**src/hdl/jsec_pkg.sv**
```systemverilog
// types, microcode table and helper functions for the json string escaper with crc-32
package jsec_pkg;

  localparam int unsigned ByteW = 8;
  localparam int unsigned CrcW  = 32;
  localparam int unsigned PcW   = 3;

  localparam logic [CrcW-1:0]  CrcSeed = 32'hFFFF_FFFF;
  localparam logic [CrcW-1:0]  CrcPoly = 32'hEDB8_8320;
  localparam logic [ByteW-1:0] CtrlLimit = 8'h20;

  localparam logic [ByteW-1:0] ChBslash = 8'h5C;
  localparam logic [ByteW-1:0] ChQuote  = 8'h22;
  localparam logic [ByteW-1:0] ChU      = 8'h75;
  localparam logic [ByteW-1:0] ChZero   = 8'h30;

  // program entry points and jump target
  localparam logic [PcW-1:0] EntryPass = 3'd0;
  localparam logic [PcW-1:0] EntryEsc  = 3'd1;
  localparam logic [PcW-1:0] TgtUni    = 3'd3;

  typedef enum logic [2:0] {
    SRC_RAW,
    SRC_BSLASH,
    SRC_LETTER,
    SRC_U,
    SRC_ZERO,
    SRC_HEX_HI,
    SRC_HEX_LO
  } src_e;

  typedef struct packed {
    src_e src;      // which byte the datapath emits
    logic last;     // final step of this item
    logic jmp_uni;  // jump to the unicode escape when the byte needs one
  } uword_t;

  // microcode: pass-through, two-byte escape, six-byte unicode escape
  function automatic uword_t urom(input logic [PcW-1:0] pc);
    uword_t w;
    w = '{src: SRC_RAW, last: 1'b1, jmp_uni: 1'b0};
    case (pc)
      3'd0:    w = '{src: SRC_RAW,    last: 1'b1, jmp_uni: 1'b0};
      3'd1:    w = '{src: SRC_BSLASH, last: 1'b0, jmp_uni: 1'b1};
      3'd2:    w = '{src: SRC_LETTER, last: 1'b1, jmp_uni: 1'b0};
      3'd3:    w = '{src: SRC_U,      last: 1'b0, jmp_uni: 1'b0};
      3'd4:    w = '{src: SRC_ZERO,   last: 1'b0, jmp_uni: 1'b0};
      3'd5:    w = '{src: SRC_ZERO,   last: 1'b0, jmp_uni: 1'b0};
      3'd6:    w = '{src: SRC_HEX_HI, last: 1'b0, jmp_uni: 1'b0};
      3'd7:    w = '{src: SRC_HEX_LO, last: 1'b1, jmp_uni: 1'b0};
      default: w = '{src: SRC_RAW,    last: 1'b1, jmp_uni: 1'b0};
    endcase
    return w;
  endfunction

  // second byte of a short escape, zero when the byte has none
  function automatic logic [ByteW-1:0] esc_letter(input logic [ByteW-1:0] b);
    logic [ByteW-1:0] l;
    l = '0;
    case (b)
      8'h22:   l = ChQuote;
      8'h5C:   l = ChBslash;
      8'h08:   l = 8'h62;
      8'h0C:   l = 8'h66;
      8'h0A:   l = 8'h6E;
      8'h0D:   l = 8'h72;
      8'h09:   l = 8'h74;
      default: l = '0;
    endcase
    return l;
  endfunction

  function automatic logic [ByteW-1:0] hex_char(input logic [3:0] n);
    logic [ByteW-1:0] c;
    if (n < 4'd10) begin
      c = ChZero + {4'd0, n};
    end else begin
      c = 8'h37 + {4'd0, n};
    end
    return c;
  endfunction

  function automatic logic [CrcW-1:0] crc_fold(input logic [CrcW-1:0] c_in,
                                               input logic [ByteW-1:0] b);
    logic [CrcW-1:0] c;
    c = c_in ^ {24'd0, b};
    for (int i = 0; i < ByteW; i++) begin
      c = c[0] ? ((c >> 1) ^ CrcPoly) : (c >> 1);
    end
    return c;
  endfunction

endpackage

```
**src/hdl/json_string_escape_crc32.sv**
```systemverilog
// json string escaper with running crc-32, one microcode step per output byte
// first output byte is registered by the first microcode step after the item is accepted
// a new item is taken only after the last one's n = 1, 2 or 6 output bytes, the microcode
// step counter emitting one byte (and one crc fold) per cycle while the output is not stalled
// reset: asynchronous active low, crc accumulator seeded to all ones, sequencer idle
module json_string_escape_crc32 (
  input  logic       clk_i,
  input  logic       rst_ni,
  input  logic       in_valid_i,
  output logic       in_ready_o,
  input  logic [7:0] in_byte_i,
  input  logic       in_string_i,
  input  logic       msg_last_i,
  output logic       out_valid_o,
  input  logic       out_ready_i,
  output logic [7:0] out_byte_o,
  output logic       run_last_o,
  output logic       crc_valid_o,
  output logic [31:0] crc_value_o
);

  logic                          busy_q;
  logic [jsec_pkg::PcW-1:0]      pc_q, pc_d;
  logic [jsec_pkg::ByteW-1:0]    byte_q;
  logic                          uni_q;
  logic                          mlast_q;
  logic [jsec_pkg::CrcW-1:0]     crc_q, crc_d;
  logic                          out_valid_q, out_valid_d;
  logic [jsec_pkg::ByteW-1:0]    out_byte_q, out_byte_d;
  logic                          run_last_q;
  logic                          crc_valid_q;
  logic [jsec_pkg::CrcW-1:0]     crc_value_q, crc_value_d;

  jsec_pkg::uword_t              uw;
  logic [jsec_pkg::ByteW-1:0]    letter_d, letter_q;
  logic                          accept, emit;
  logic                          is_short, is_uni;

  assign accept = in_valid_i && in_ready_o;
  assign emit   = busy_q && (!out_valid_q || out_ready_i);
  assign uw     = jsec_pkg::urom(pc_q);

  assign letter_d = jsec_pkg::esc_letter(in_byte_i);
  assign is_short = in_string_i && (letter_d != '0);
  assign is_uni   = in_string_i && (letter_d == '0) && (in_byte_i < jsec_pkg::CtrlLimit);

  // datapath byte select
  always_comb begin
    case (uw.src)
      jsec_pkg::SRC_RAW:    out_byte_d = byte_q;
      jsec_pkg::SRC_BSLASH: out_byte_d = jsec_pkg::ChBslash;
      jsec_pkg::SRC_LETTER: out_byte_d = letter_q;
      jsec_pkg::SRC_U:      out_byte_d = jsec_pkg::ChU;
      jsec_pkg::SRC_ZERO:   out_byte_d = jsec_pkg::ChZero;
      jsec_pkg::SRC_HEX_HI: out_byte_d = jsec_pkg::hex_char(byte_q[7:4]);
      jsec_pkg::SRC_HEX_LO: out_byte_d = jsec_pkg::hex_char(byte_q[3:0]);
      default:              out_byte_d = byte_q;
    endcase
  end

  always_comb begin
    crc_d       = jsec_pkg::crc_fold(crc_q, out_byte_d);
    crc_value_d = '0;
    if (uw.last && mlast_q) begin
      crc_value_d = ~crc_d;
    end
    pc_d = pc_q + 1'b1;
    if (uw.jmp_uni && uni_q) begin
      pc_d = jsec_pkg::TgtUni;
    end
    out_valid_d = out_valid_q;
    if (out_valid_q && out_ready_i) begin
      out_valid_d = 1'b0;
    end
    if (emit) begin
      out_valid_d = 1'b1;
    end
  end

  always_ff @(posedge clk_i or negedge rst_ni) begin
    if (!rst_ni) begin
      busy_q      <= 1'b0;
      pc_q        <= jsec_pkg::EntryPass;
      crc_q       <= jsec_pkg::CrcSeed;
      out_valid_q <= 1'b0;
    end else begin
      out_valid_q <= out_valid_d;
      if (accept) begin
        busy_q <= 1'b1;
        pc_q   <= (is_short || is_uni) ? jsec_pkg::EntryEsc : jsec_pkg::EntryPass;
      end else if (emit) begin
        pc_q        <= pc_d;
        // reseed once the message's final byte is folded
        crc_q       <= (uw.last && mlast_q) ? jsec_pkg::CrcSeed : crc_d;
        if (uw.last) begin
          busy_q <= 1'b0;
        end
      end
    end
  end

  always_ff @(posedge clk_i) begin
    if (accept) begin
      byte_q   <= in_byte_i;
      letter_q <= letter_d;
      uni_q    <= is_uni;
      mlast_q  <= msg_last_i;
    end
    if (emit) begin
      out_byte_q  <= out_byte_d;
      run_last_q  <= uw.last;
      crc_valid_q <= uw.last && mlast_q;
      crc_value_q <= crc_value_d;
    end
  end

  assign in_ready_o  = !busy_q;
  assign out_valid_o = out_valid_q;
  assign out_byte_o  = out_byte_q;
  assign run_last_o  = run_last_q;
  assign crc_valid_o = crc_valid_q;
  assign crc_value_o = crc_value_q;

`ifndef ASSERT_OFF
  a_crc_on_last: assert property (@(posedge clk_i) disable iff (!rst_ni)
    out_valid_o && crc_valid_o |-> run_last_o)
    else $error("crc reported on a byte that does not end its item");

  a_crc_zero: assert property (@(posedge clk_i) disable iff (!rst_ni)
    out_valid_o && !crc_valid_o |-> crc_value_o == '0)
    else $error("crc value nonzero without crc_valid");

  a_entry: assert property (@(posedge clk_i) disable iff (!rst_ni)
    accept |=> busy_q && (pc_q == jsec_pkg::EntryPass || pc_q == jsec_pkg::EntryEsc))
    else $error("sequencer did not start at an entry point");

  a_done: assert property (@(posedge clk_i) disable iff (!rst_ni)
    emit && uw.last |=> !busy_q)
    else $error("sequencer still busy after final step");

  a_reseed: assert property (@(posedge clk_i) disable iff (!rst_ni)
    emit && uw.last && mlast_q |=> crc_q == jsec_pkg::CrcSeed)
    else $error("crc not reseeded after message end");
`endif

endmodule

```
**config.mk**
```make
export PLATFORM = sky130hd
export DESIGN_NAME = json_string_escape_crc32
export DESIGN_NICKNAME = d
export VERILOG_FILES = /design/src/hdl/jsec_pkg.sv /design/src/hdl/json_string_escape_crc32.sv
export SDC_FILE = /design/constraint.sdc
export NUM_CORES = 1
export LEC_CHECK = 0
export BUFFER_PORTS_ARGS = -buffer_cell sky130_fd_sc_hd__buf_4
export CAP_MARGIN = 20
export CORE_ASPECT_RATIO = 1.75
export CORE_MARGIN = 4
export CORE_UTILIZATION = 25
export CTS_BUF_LIST = sky130_fd_sc_hd__clkbuf_8
export CTS_CLUSTER_DIAMETER = 40
export CTS_CLUSTER_SIZE = 10
export DETAILED_ROUTE_END_ITERATION = 8
export HOLD_SLACK_MARGIN = 0.02
export PLACE_DENSITY_LB_ADDON = 0.05
export SYNTH_ARGS = -nofsm -noshare
export SYNTH_HDL_FRONTEND = slang
export SYNTH_SLANG_ARGS = --single-unit
```
**constraint.sdc**
```tcl
create_clock -name clk_i -period 4 [get_ports clk_i]
set_input_delay 0.6 -clock clk_i [delete_from_list [all_inputs] [get_ports clk_i]]
set_output_delay 0.6 -clock clk_i [all_outputs]
set_load 0.01 [all_outputs]
```
======== Word-level counts from Yosys, hierarchy flattened ========
Memories as Yosys holds them, arrays and structs flattened.
Index checks and enable logic that the tools add are counted.
storage, ports and cells
  register bits ........................... 97
  bits in read-only memories .............. 40
  input port bits ......................... 14
  output and inout port bits .............. 44
  word-level logic and storage cells ...... 86
  memories kept ........................... 1
memories
  memory            depth  bits a word  rd ports  clocked after memory_dff  wr ports  RTL line        RTL
  (name not given)  8      5            1         0                         0         jsec_pkg.sv:42  case (pc)
operators by class
  add/sub/neg operators ................... 5
  $lt $le $gt $ge ......................... 3
  equality and inequality tests ........... 13
  multiplexer cells ....................... 22
  bitwise operators ....................... 11
  reductions and logical operators ........ 19
operators with widths
  cell                 count
  $mux 32              9
  $not 13->14          8
  $pmux 7 s7           1
  $pmux 8 s6           1
  $eq 8x4->1 const B   5
  $not 32->32          1
  $xor 32x8->32        1
  $add 6x4->7 const A  4
  $mux 7               2
  $eq 3x3->1 const B   3
  $mux 3               3
  $eq 8x6->1 const B   1
  $eq 8x7->1 const B   1
  $logic_and 1x1->1    8
  $logic_not 8->1      1
  $lt 4x4->1 const B   2
  $lt 8x6->1 const B   1
  $reduce_bool 8->1    1
  $eq 3x2->1 const B   2
  $mux 1               6
  $reduce_bool 2->1    3
  $reduce_and 2->1     2
  $add 3x1->3 const B  1
  $eq 3x1->1 const B   1
  3 further kinds      5

======== Longest topological paths before layout ========
Gate-level depths: netlist of run 1.
  depth after elaboration ................. 21
  mapped depth ............................ 12
  depth with buffers taken out ............ 10

======== Worst setup path after synthesis of run 1 ========
OpenSTA, ideal clock, no wires.
  path kind ............................... flip-flop to flip-flop
  start point ............................. reg pc_q[0] (netlist name)
  end point ............................... reg crc_value_q (netlist bit crc_value_o[23]) (data pin)
  library setup time ...................... 0.266 ns
  arrival ................................. 2.907 ns
  data required time ...................... 3.734 ns
  slack ................................... 0.827 ns
  stages on the path, launching flop included .. 12
  path buffers ............................ 1
  period minus slack after synthesis ...... 3.173 ns
  path through ............................ dfrtp_1 > buf_6 > inv_1 > ha_1 > o21a_1 > nor2_2 > o21ai_2 > a221oi_4 > xnor2_2 > xnor3_2 > xnor3_1 > nor2_1
between the ends
  cells in the longest elaborated chain, start to end .. 18
  elaborated cells between the ends (all ways) .. 25
  classes of those cells .................. eq/ne (6); mux (9); bitwise (8); reduce/logical (1); memory (1)
ends and longest elaborated chain
  what                                      RTL line                         RTL
  from (decl)                               json_string_escape_crc32.sv:23   logic [jsec_pkg::PcW-1:0] pc_q, pc_d;
  from (signal assigned)                    json_string_escape_crc32.sv:83   pc_q <= jsec_pkg::EntryPass;
  from (signal assigned)                    json_string_escape_crc32.sv:90   pc_q <= (is_short || is_uni) ? jsec_pkg::EntryEsc : jsec_pkg::EntryPass;
  from (signal assigned)                    json_string_escape_crc32.sv:92   pc_q <= pc_d;
  $mem_v2 8x5 *                             --
  $eq 3x3->1, or another cell as far along  json_string_escape_crc32.sv:49   case (uw.src)
  $pmux 8 s6                                json_string_escape_crc32.sv:49
  $xor 32x8->32                             jsec_pkg.sv:86                   c = c_in ^ {24'd0, b};
  $mux 32                                   jsec_pkg.sv:88                   c = c[0] ? ((c >> 1) ^ CrcPoly) : (c >> 1);
  $not 13->14 (no source line)              --
  $mux 32 (2 in series)                     jsec_pkg.sv:88
  $not 13->14 (no source line)              --
  $mux 32                                   jsec_pkg.sv:88
  $not 13->14 (no source line)              --
  $mux 32 (2 in series)                     jsec_pkg.sv:88
  $not 13->14 (no source line)              --
  $mux 32                                   jsec_pkg.sv:88
  $not 13->14 (no source line)              --
  $mux 32                                   jsec_pkg.sv:88
  $not 32->32                               json_string_escape_crc32.sv:65   crc_value_d = ~crc_d;
  to (signal assigned)                      json_string_escape_crc32.sv:113  crc_value_q <= crc_value_d;
  to (decl)                                 json_string_escape_crc32.sv:32   logic [jsec_pkg::CrcW-1:0] crc_value_q, crc_value_d;
Mark *: on every way between the ends. The rest lies on a longest branch, timed or not.
A chain may end at the register's enable or synchronous reset.

======== Worst setup path in the final report of run 1 ========
Ends and elaborated chain as after synthesis.

==> metrics.txt, run 1 <==
Max-Cap Viols=0; Final Wtd Congestion=0.788; Cell Rows=67; status=finished, final reports clean; clk_skew=0.0125 ns; number of synthesized flops with an enable pin=58; async set-reset flop share out of synthesis=38.9%; clock buffer depth=2; Hold Fails Final Rpt=0; critical path peak fanout=8; DR DRC count=0; PortBufs=57; Final Critical Period=3.67 ns; Synth Register Bits=95; largest net degree at the start of global routing=40; Die X=114 µm; fmax=272 MHz; Synth Instances=376; DIE HEIGHT=194 µm; number of synthesis warnings=0; Syn Std Cell Area=0.00492 mm²; Total GRT Usage=12.5%; Clock Tree Root=clkbuf_8; share of layout cells above drive strength 1=31.3%; post-route cell area=0.00586 mm²; Distinct cells, synth=60; DP Area=0.00566 mm²; CTS Sinks=95; reg2reg path depth=10; clock slew at reported path FFs=0.10 ns; slew at the pin closest to its max-slew limit=0.858 ns; wire length per cell=19.6 µm; initial antenna violation count=0; Post-CTS Setup Inserts=0; Detailed Routing Iterations Pass 1=4; fin crit share=91.8%; Final nets=461; RSZ-0062 raised after global routing=no; vias in the first global route=3292; RR Startpoint=pc_q[0]$_DFFE_PN0P_; # diodes=0; worst skew pair latency=0.38 ns; placed cells=669; Finished Layout Cells=685; final core utilization=30.4%; Post-CTS Hold Fix Bufs=0; worst flop-to-flop path endpoint=crc_value_o[23]$_SDFFCE_PN0P_; TritonCTS clock tree=done; Hold Path Class=in2async; r2r setup slk=0.33 ns; Die ar.=0.0221 mm²; CTS Buf Count=9; core footprint=0.0193 mm²; endpoints failing setup=0; setup TNS=0 ns; post-synthesis sequential area ratio=55.0%; Post-Syn Area per Cell=13.1 µm²; H-tree levels=3; Final Max Tran Viols=0; Setup Crit Path Kind=reg2reg; routed wire length=13400 µm; IO Count=58; effective utilization at floorplan=25.5%; Critical Path AT=3.82 ns; vias per std cell=4.47; via count=3059; Routed Antenna Nets=0; Main synth FF type=edfxtp_1; CP required=4.14 ns; DRT iter0 DRCs=87; Worst Setup End Kind=register; Final HPWL DP=10300 µm; startpoint types=register; remaining global-route overflow=0; post-cts sizing count=0; first-pass GRT wire length=20300 µm; Layout area overhead=19.1%; Slew HR=42.4%; syn_nets=398
-- registers in the layout, indices dropped and copies added, names as in the netlist --
signal       cells
out_byte_o       8
uni_q            1
busy_q           1
pc_q             3
crc_value_o     32
mlast_q          1
letter_q         6
crc_valid_o      1
crc_q           32
byte_q           8
run_last_o       1
out_valid_o      1
-- metal layers --
layer	up-vias	routed length, µm	track usage [%]	share of wire [%]
li1	1478	-	-	-
met1	1510	4570	12.1	34
met2	56	8120	24.9	60
met3	15	315	2.15	2.3
met4	0	416	5.42	3.1
met5	-	0	0	0
-- cell usage after synthesis, drive strengths merged (8+ instances only) --
master / instances / area (µm²)
ha: 8 / 100
xnor2: 41 / 442
inv: 14 / 52.6
nand2: 17 / 63.8
xnor3: 11 / 249
nor2: 47 / 179
dfstp: 32 / 841
a21oi: 10 / 50.1
clkbuf: 12 / 46.3
edfxtp: 58 / 1740
o22a: 30 / 264
xor2: 16 / 140
o21ai: 12 / 63.8
-- layout make-up --
cell class / count / area [µm²]
clock buffer: 11 / 151
clock inverter: 5 / 48.8
fill: 1968 / 13400
inverter: 14 / 52.6
multi-input combinational: 251 / 2090
sequential: 95 / 2710
tap: 241 / 302
timing repair buffer: 68 / 510
-- worst max-delay path: stages, from the launching register on --
cell,delay [ns]
dfrtp_1,0.46
inv_1,0.16
ha_1,0.30
o21a_1,0.24
nor2_2,0.28
o21ai_2,0.16
a221oi_4,0.41
xnor2_2,0.32
xnor3_2,0.60
xnor3_1,0.45
nor2_1,0.06
-- through the flow --
| step | worst slack, ns | hold WS, ns |
|---|---|---|
| after global placement | 0.256 | 0.493 |
| after global routing | 0.109 | 0.197 |
| after CTS | 0.243 | 0.179 |
| after detailed placement | 0.265 | 0.503 |
| final | 0.327 | 0.186 |
| after floorplan | 0.827 | 0.304 |
-- cells in the final DEF (no fill, tap or decap), types with 2 or more instances in the layout --
cell and n:
xnor2_1 33, xnor2_4 2, nand2b_1 3, nor2b_1 4, and3b_1 3, xnor3_1 10, nand3_1 5, a21oi_1 10
and2_1 2, a31oi_1 3, buf_4 68, a221oi_2 2, dfrtp_1 5, o311ai_0 2, inv_1 16, edfxtp_1 58
xnor2_2 6, clkbuf_8 11, o22a_1 29, nor2_1 46, o21ai_0 10, xor3_1 2, o32ai_1 2, ha_1 8
nor3_1 4, o211ai_1 3, xor2_1 16, dfstp_2 32, nand2_1 17
-- worst max path at each step --
stage | start | to | slack, ns
floorplan | pc_q[0]$_DFFE_PN0P_ | crc_value_o[23]$_SDFFCE_PN0P_ | 0.83
global placement | pc_q[0]$_DFFE_PN0P_ | crc_value_o[23]$_SDFFCE_PN0P_ | 0.26
detailed placement | pc_q[0]$_DFFE_PN0P_ | crc_value_o[23]$_SDFFCE_PN0P_ | 0.26
CTS | pc_q[0]$_DFFE_PN0P_ | crc_value_o[23]$_SDFFCE_PN0P_ | 0.24
global route | pc_q[0]$_DFFE_PN0P_ | crc_value_o[23]$_SDFFCE_PN0P_ | 0.11
finish | pc_q[0]$_DFFE_PN0P_ | crc_value_o[23]$_SDFFCE_PN0P_ | 0.33
-- kinds of logic (layout without fill, tap and decap cells) --
logic type	after synthesis	after routing	synth area share (%)
flip-flops	95	95	55.0
AND/OR/NAND/NOR	93	93	8.82
AO/OA/AOI/OAI	77	77	12.7
XOR/XNOR	71	71	18.3
buffers and inverters	30	98	2.59
adder cells (fa/ha/maj)	8	8	2.03
multiplexers	2	2	0.534
Power of run 1 is left out: the tool's default activity adds up to more than one toggle a clock period on the data nets, which glitch-free logic cannot reach.
==> inputs of run 2 (changes only) <==
--- a/config.mk
+++ b/config.mk
@@ -9,9 +9,8 @@
 export CAP_MARGIN = 20
 export CORE_ASPECT_RATIO = 1.75
 export CORE_MARGIN = 4
-export CORE_UTILIZATION = 25
+export CORE_UTILIZATION = 40
 export CTS_BUF_LIST = sky130_fd_sc_hd__clkbuf_8
-export CTS_CLUSTER_DIAMETER = 40
 export CTS_CLUSTER_SIZE = 10
 export DETAILED_ROUTE_END_ITERATION = 8
 export HOLD_SLACK_MARGIN = 0.02
==> metrics.txt, run 2 (same netlist as run 1, synthesis figures left out) <==
status=finished, final reports clean; Final HPWL DP=8690 µm; reg2reg path depth=10; Setup WS post-layout=0.341 ns; CTS Sinks=95; pre-CTS WS=0.307 ns; TritonCTS clock tree=done; Layout area overhead=16.3%; most frequent cells in the layout=buf_4, edfxtp_1, nor2_1; Final Max Tran Viols=0; most common cell after layout, fill and taps aside=buf_4; initial antenna violation count=0; clock buffer depth=2; Cell Rows=53; post-route cell area=0.00573 mm²; Slew HR=44.9%; Die X=91.9 µm; IO Count=58; Post-CTS Hold Fix Bufs=0; slew at the pin closest to its max-slew limit=0.821 ns; area of the multi-input gates=0.00209 mm²; vias in the first global route=3307; remaining global-route overflow=0; fin crit share=91.5%; Final Wtd Congestion=0.881; r2r setup slk=0.34 ns; Filler cells=1128; # diodes=0; effective utilization at floorplan=40.8%; clk_skew=0.0141 ns; CTS Buf Count=9; Setup Crit Path Kind=reg2reg; core footprint=0.0121 mm²; Detailed Routing Iterations Pass 1=4; Critical Path AT=3.79 ns; fmax=273 MHz; PortBufs=57; Hold Fails Final Rpt=0; vias per std cell=5.07; share of layout cells above drive strength 1=30.7%; DIE HEIGHT=155 µm; Total GRT Usage=17.0%; endpoints failing setup=0; RR Startpoint=pc_q[0]$_DFFE_PN0P_; first-pass GRT wire length=18100 µm; critical path peak fanout=8; CP required=4.13 ns; setup TNS=0 ns; largest net degree at the start of global routing=46; Routed Antenna Nets=0; Max-Cap Viols=0; startpoint types=register; Setup crit start=pc_q[0]$_DFFE_PN0P_; post-cts sizing count=0; wire length per cell=19.1 µm; Clock Tree Root=clkbuf_8; via count=3068; routed wire length=11600 µm; Worst Setup End Kind=register; Final nets=457; Final Critical Period=3.66 ns; Post-CTS Setup Inserts=0; placed cells=589; Finished Layout Cells=605; worst flop-to-flop path endpoint=crc_value_o[23]$_SDFFCE_PN0P_; Die ar.=0.0142 mm²; Hold Path Class=in2async; worst skew pair latency=0.37 ns; FF/Latch Area=0.00271 mm²; RSZ-0062 raised after global routing=no; DP Area=0.00554 mm²; DRT iter0 DRCs=99; DR DRC count=0; H-tree levels=3; clock slew at reported path FFs=0.09 ns
[run 2: final cells by class]
class                           instances  share of cell area (%)
Timing Repair Buffer                   64                    8.39
Clock inverter                          7                    1.16
Clock buffer                            9                    2.16
Multi-Input combinational cell        251                    36.5
Tap cell                              165                    3.60
Inverter                               14                   0.918
Sequential cell                        95                    47.3
[run 2: layer usage]
metal	part of all wire, %	global-route usage, %
met1	34	16.4
met2	60	34.0
met3	2.8	2.53
met4	3.3	8.15
met5	0	0
[run 2: worst max-delay path, cell delays in order, from the launching register on]
cell      delay, ns
dfrtp_1        0.46
inv_1          0.14
ha_1           0.28
and4b_1        0.34
o21ai_1        0.12
o32ai_1        0.26
a221oi_4       0.10
xnor2_2        0.57
xnor3_2        0.59
xnor3_1        0.49
nor2_1         0.06
[run 2: how the worst max path moves through the flow]
stage	endpoint	slack, ns	depth (start not counted)
6_report	crc_value_o[23]$_SDFFCE_PN0P_	0.34	10
3_3_place_gp	crc_value_o[23]$_SDFFCE_PN0P_	0.32	10
3_5_place_dp	crc_value_o[23]$_SDFFCE_PN0P_	0.31	10
5_1_grt	crc_value_o[25]$_SDFFCE_PN0P_	0.11	10
4_1_cts	crc_value_o[23]$_SDFFCE_PN0P_	0.28	10
2_1_floorplan	crc_value_o[23]$_SDFFCE_PN0P_	0.83	11
[run 2: through the flow]
stage,hold WS [ns],util (%)
detailed placement,0.498,45.9
global route,0.194,47.4
finish,0.181,47.4
CTS,0.187,47.4
floorplan,0.304,-
global placement,0.489,45.9
Power of run 2 is left out for the same reason.
==> inputs of run 3 (changes only) <==
--- a/config.mk
+++ b/config.mk
@@ -8,7 +8,7 @@
 export BUFFER_PORTS_ARGS = -buffer_cell sky130_fd_sc_hd__buf_4
 export CAP_MARGIN = 20
 export CORE_ASPECT_RATIO = 1.75
-export CORE_MARGIN = 4
+export CORE_MARGIN = 1
 export CORE_UTILIZATION = 40
 export CTS_BUF_LIST = sky130_fd_sc_hd__clkbuf_8
 export CTS_CLUSTER_SIZE = 10
==> metrics.txt, run 3 (same netlist as run 1, synthesis figures left out) <==
status=finished, final reports clean; Routed Antenna Nets=0; share of layout cells above drive strength 1=30.0%; Final nets=454; most common cell after layout, fill and taps aside=buf_4; crit path buf inv count=1; DR DRC count=0; Layout area overhead=15.9%; first-pass GRT wire length=17500 µm; vias per std cell=5.07; Hold WS=0.193 ns; via count=3054; most frequent cells in the layout=buf_4, edfxtp_1, nor2_1; fin crit share=94.3%; RSZ-0062 raised after global routing=no; largest net degree at the start of global routing=69; Worst Setup End Kind=register; Die ar.=0.0128 mm²; slew at the pin closest to its max-slew limit=0.797 ns; placed cells=586; effective utilization at floorplan=41.0%; CP required=4.10 ns; Hold Path Class=in2async; DRT iter0 DRCs=130; setup TNS=0 ns; # diodes=0; TritonCTS clock tree=done; clk_skew=0.0152 ns; critical path peak fanout=13; clock slew at reported path FFs=0.09 ns; DP Area=0.00553 mm²; fmax=265 MHz; startpoint types=register; Detailed Routing Iterations Pass 1=4; Post-CTS Hold Fix Bufs=0; Cell Chain, Critical Path=inv_1 > ha_1 > o21a_1 > nor2_2 > o21ai_2 > a221oi_2 > xnor2_1 > xnor3_1 > xnor2_1 > nor2_1; post-route cell area=0.00570 mm²; IO Count=58; Final Max Tran Viols=0; Max stage delay on crit path=0.60 ns; wire length per cell=18.8 µm; Max-Cap Viols=0; Post-CTS Setup Inserts=0; worst skew pair latency=0.37 ns; Die X=85.9 µm; DIE HEIGHT=149 µm; PortBufs=57; remaining global-route overflow=0; H-tree levels=3; Clock Tree Root=clkbuf_8; Finished Layout Cells=602; routed wire length=11300 µm; CP max-delay cell=dfrtp_1; endpoints failing setup=0; Final Wtd Congestion=0.872; Final HPWL DP=8340 µm; Final Critical Period=3.77 ns; clock buffer depth=2; Hold Fails Final Rpt=0; initial antenna violation count=0; cell mode on critical path=xnor2_1; Critical Path AT=3.87 ns; CTS Sinks=95; Setup Crit Path Kind=reg2reg; Slew HR=46.5%; cell family with most CP delay=XOR/XNOR gates; Cell Rows=53; core footprint=0.0120 mm²; vias in the first global route=3217; Total GRT Usage=18.8%; CTS Buf Count=9
## run 3: cell types whose count changed in the layout (fill, tap and decap cells not counted), sizes merged
| cell | change |
|---|---|
| bufinv | -1 |
| clkinvlp | +1 |
| clkinv | -1 |
| buf | -3 |
| inv | +1 |
## run 3: timing repair
| action | CTS | global route |
|---|---|---|
| hold endpoints to repair | 0 | 0 |
| endpoints found under the setup margin | 0 | 2 |
| resized for setup | 0 | 1 |
## run 3: area by class of cell
| cell class | count | area, µm² |
|---|---|---|
| tap | 165 | 206 |
| clock buffer | 9 | 124 |
| sequential | 95 | 2710 |
| inverter | 14 | 52.6 |
| fill | 1080 | 6300 |
| timing repair buffer | 61 | 470 |
| multi-input combinational | 251 | 2100 |
| clock inverter | 7 | 42.5 |
## run 3: layer usage
metal | wire, µm | vias up | track usage [%]
met5 | 0 | - | 0
met4 | 396 | 0 | 9.42
met3 | 228 | 26 | 3.10
met2 | 6730 | 58 | 37.5
met1 | 3930 | 1509 | 17.8
li1 | - | 1461 | -
## run 3: worst paths after layout
| check | startpoint | end | slack, ns | cells after the start |
|---|---|---|---|---|
| max in group asynchronous | rst_ni | crc_q[31]$_DFFE_PN1P_ | 3.41 | 1 |
| min in group clk_i | msg_last_i | mlast_q$_DFFE_PP_ | 0.41 | 1 |
| min | rst_ni | out_valid_o$_DFFE_PN0P_ | 0.19 | 1 |
| max | pc_q[0]$_DFFE_PN0P_ | crc_value_o[25]$_SDFFCE_PN0P_ | 0.23 | 10 |
| min reg2reg | crc_q[18]$_DFFE_PN1P_ | crc_q[18]$_DFFE_PN1P_ | 0.51 | 2 |
| max reg2reg | pc_q[0]$_DFFE_PN0P_ | crc_value_o[25]$_SDFFCE_PN0P_ | 0.23 | 10 |
## run 3: worst reg2reg max path: cells and delay by family (launching register included)
| family | cells | cell delay (ns) |
|---|---|---|
| AOI/OAI and AO/OA | 3 | 0.94 |
| xor gates and xnor gates | 3 | 1.16 |
| adders and majority gates | 1 | 0.30 |
| buffers and inverters | 1 | 0.19 |
| DFF | 1 | 0.60 |
| and+or+nand+nor | 2 | 0.34 |
## run 3: per-stage QoR
step                      setup WS, ns  util, %
after global routing            0.0157     47.5
after global placement           0.102     46.0
after CTS                        0.106     47.4
after detailed placement         0.114     46.0
final                            0.228     47.5
after floorplan                  0.827        -
Power of run 3 is left out for the same reason.
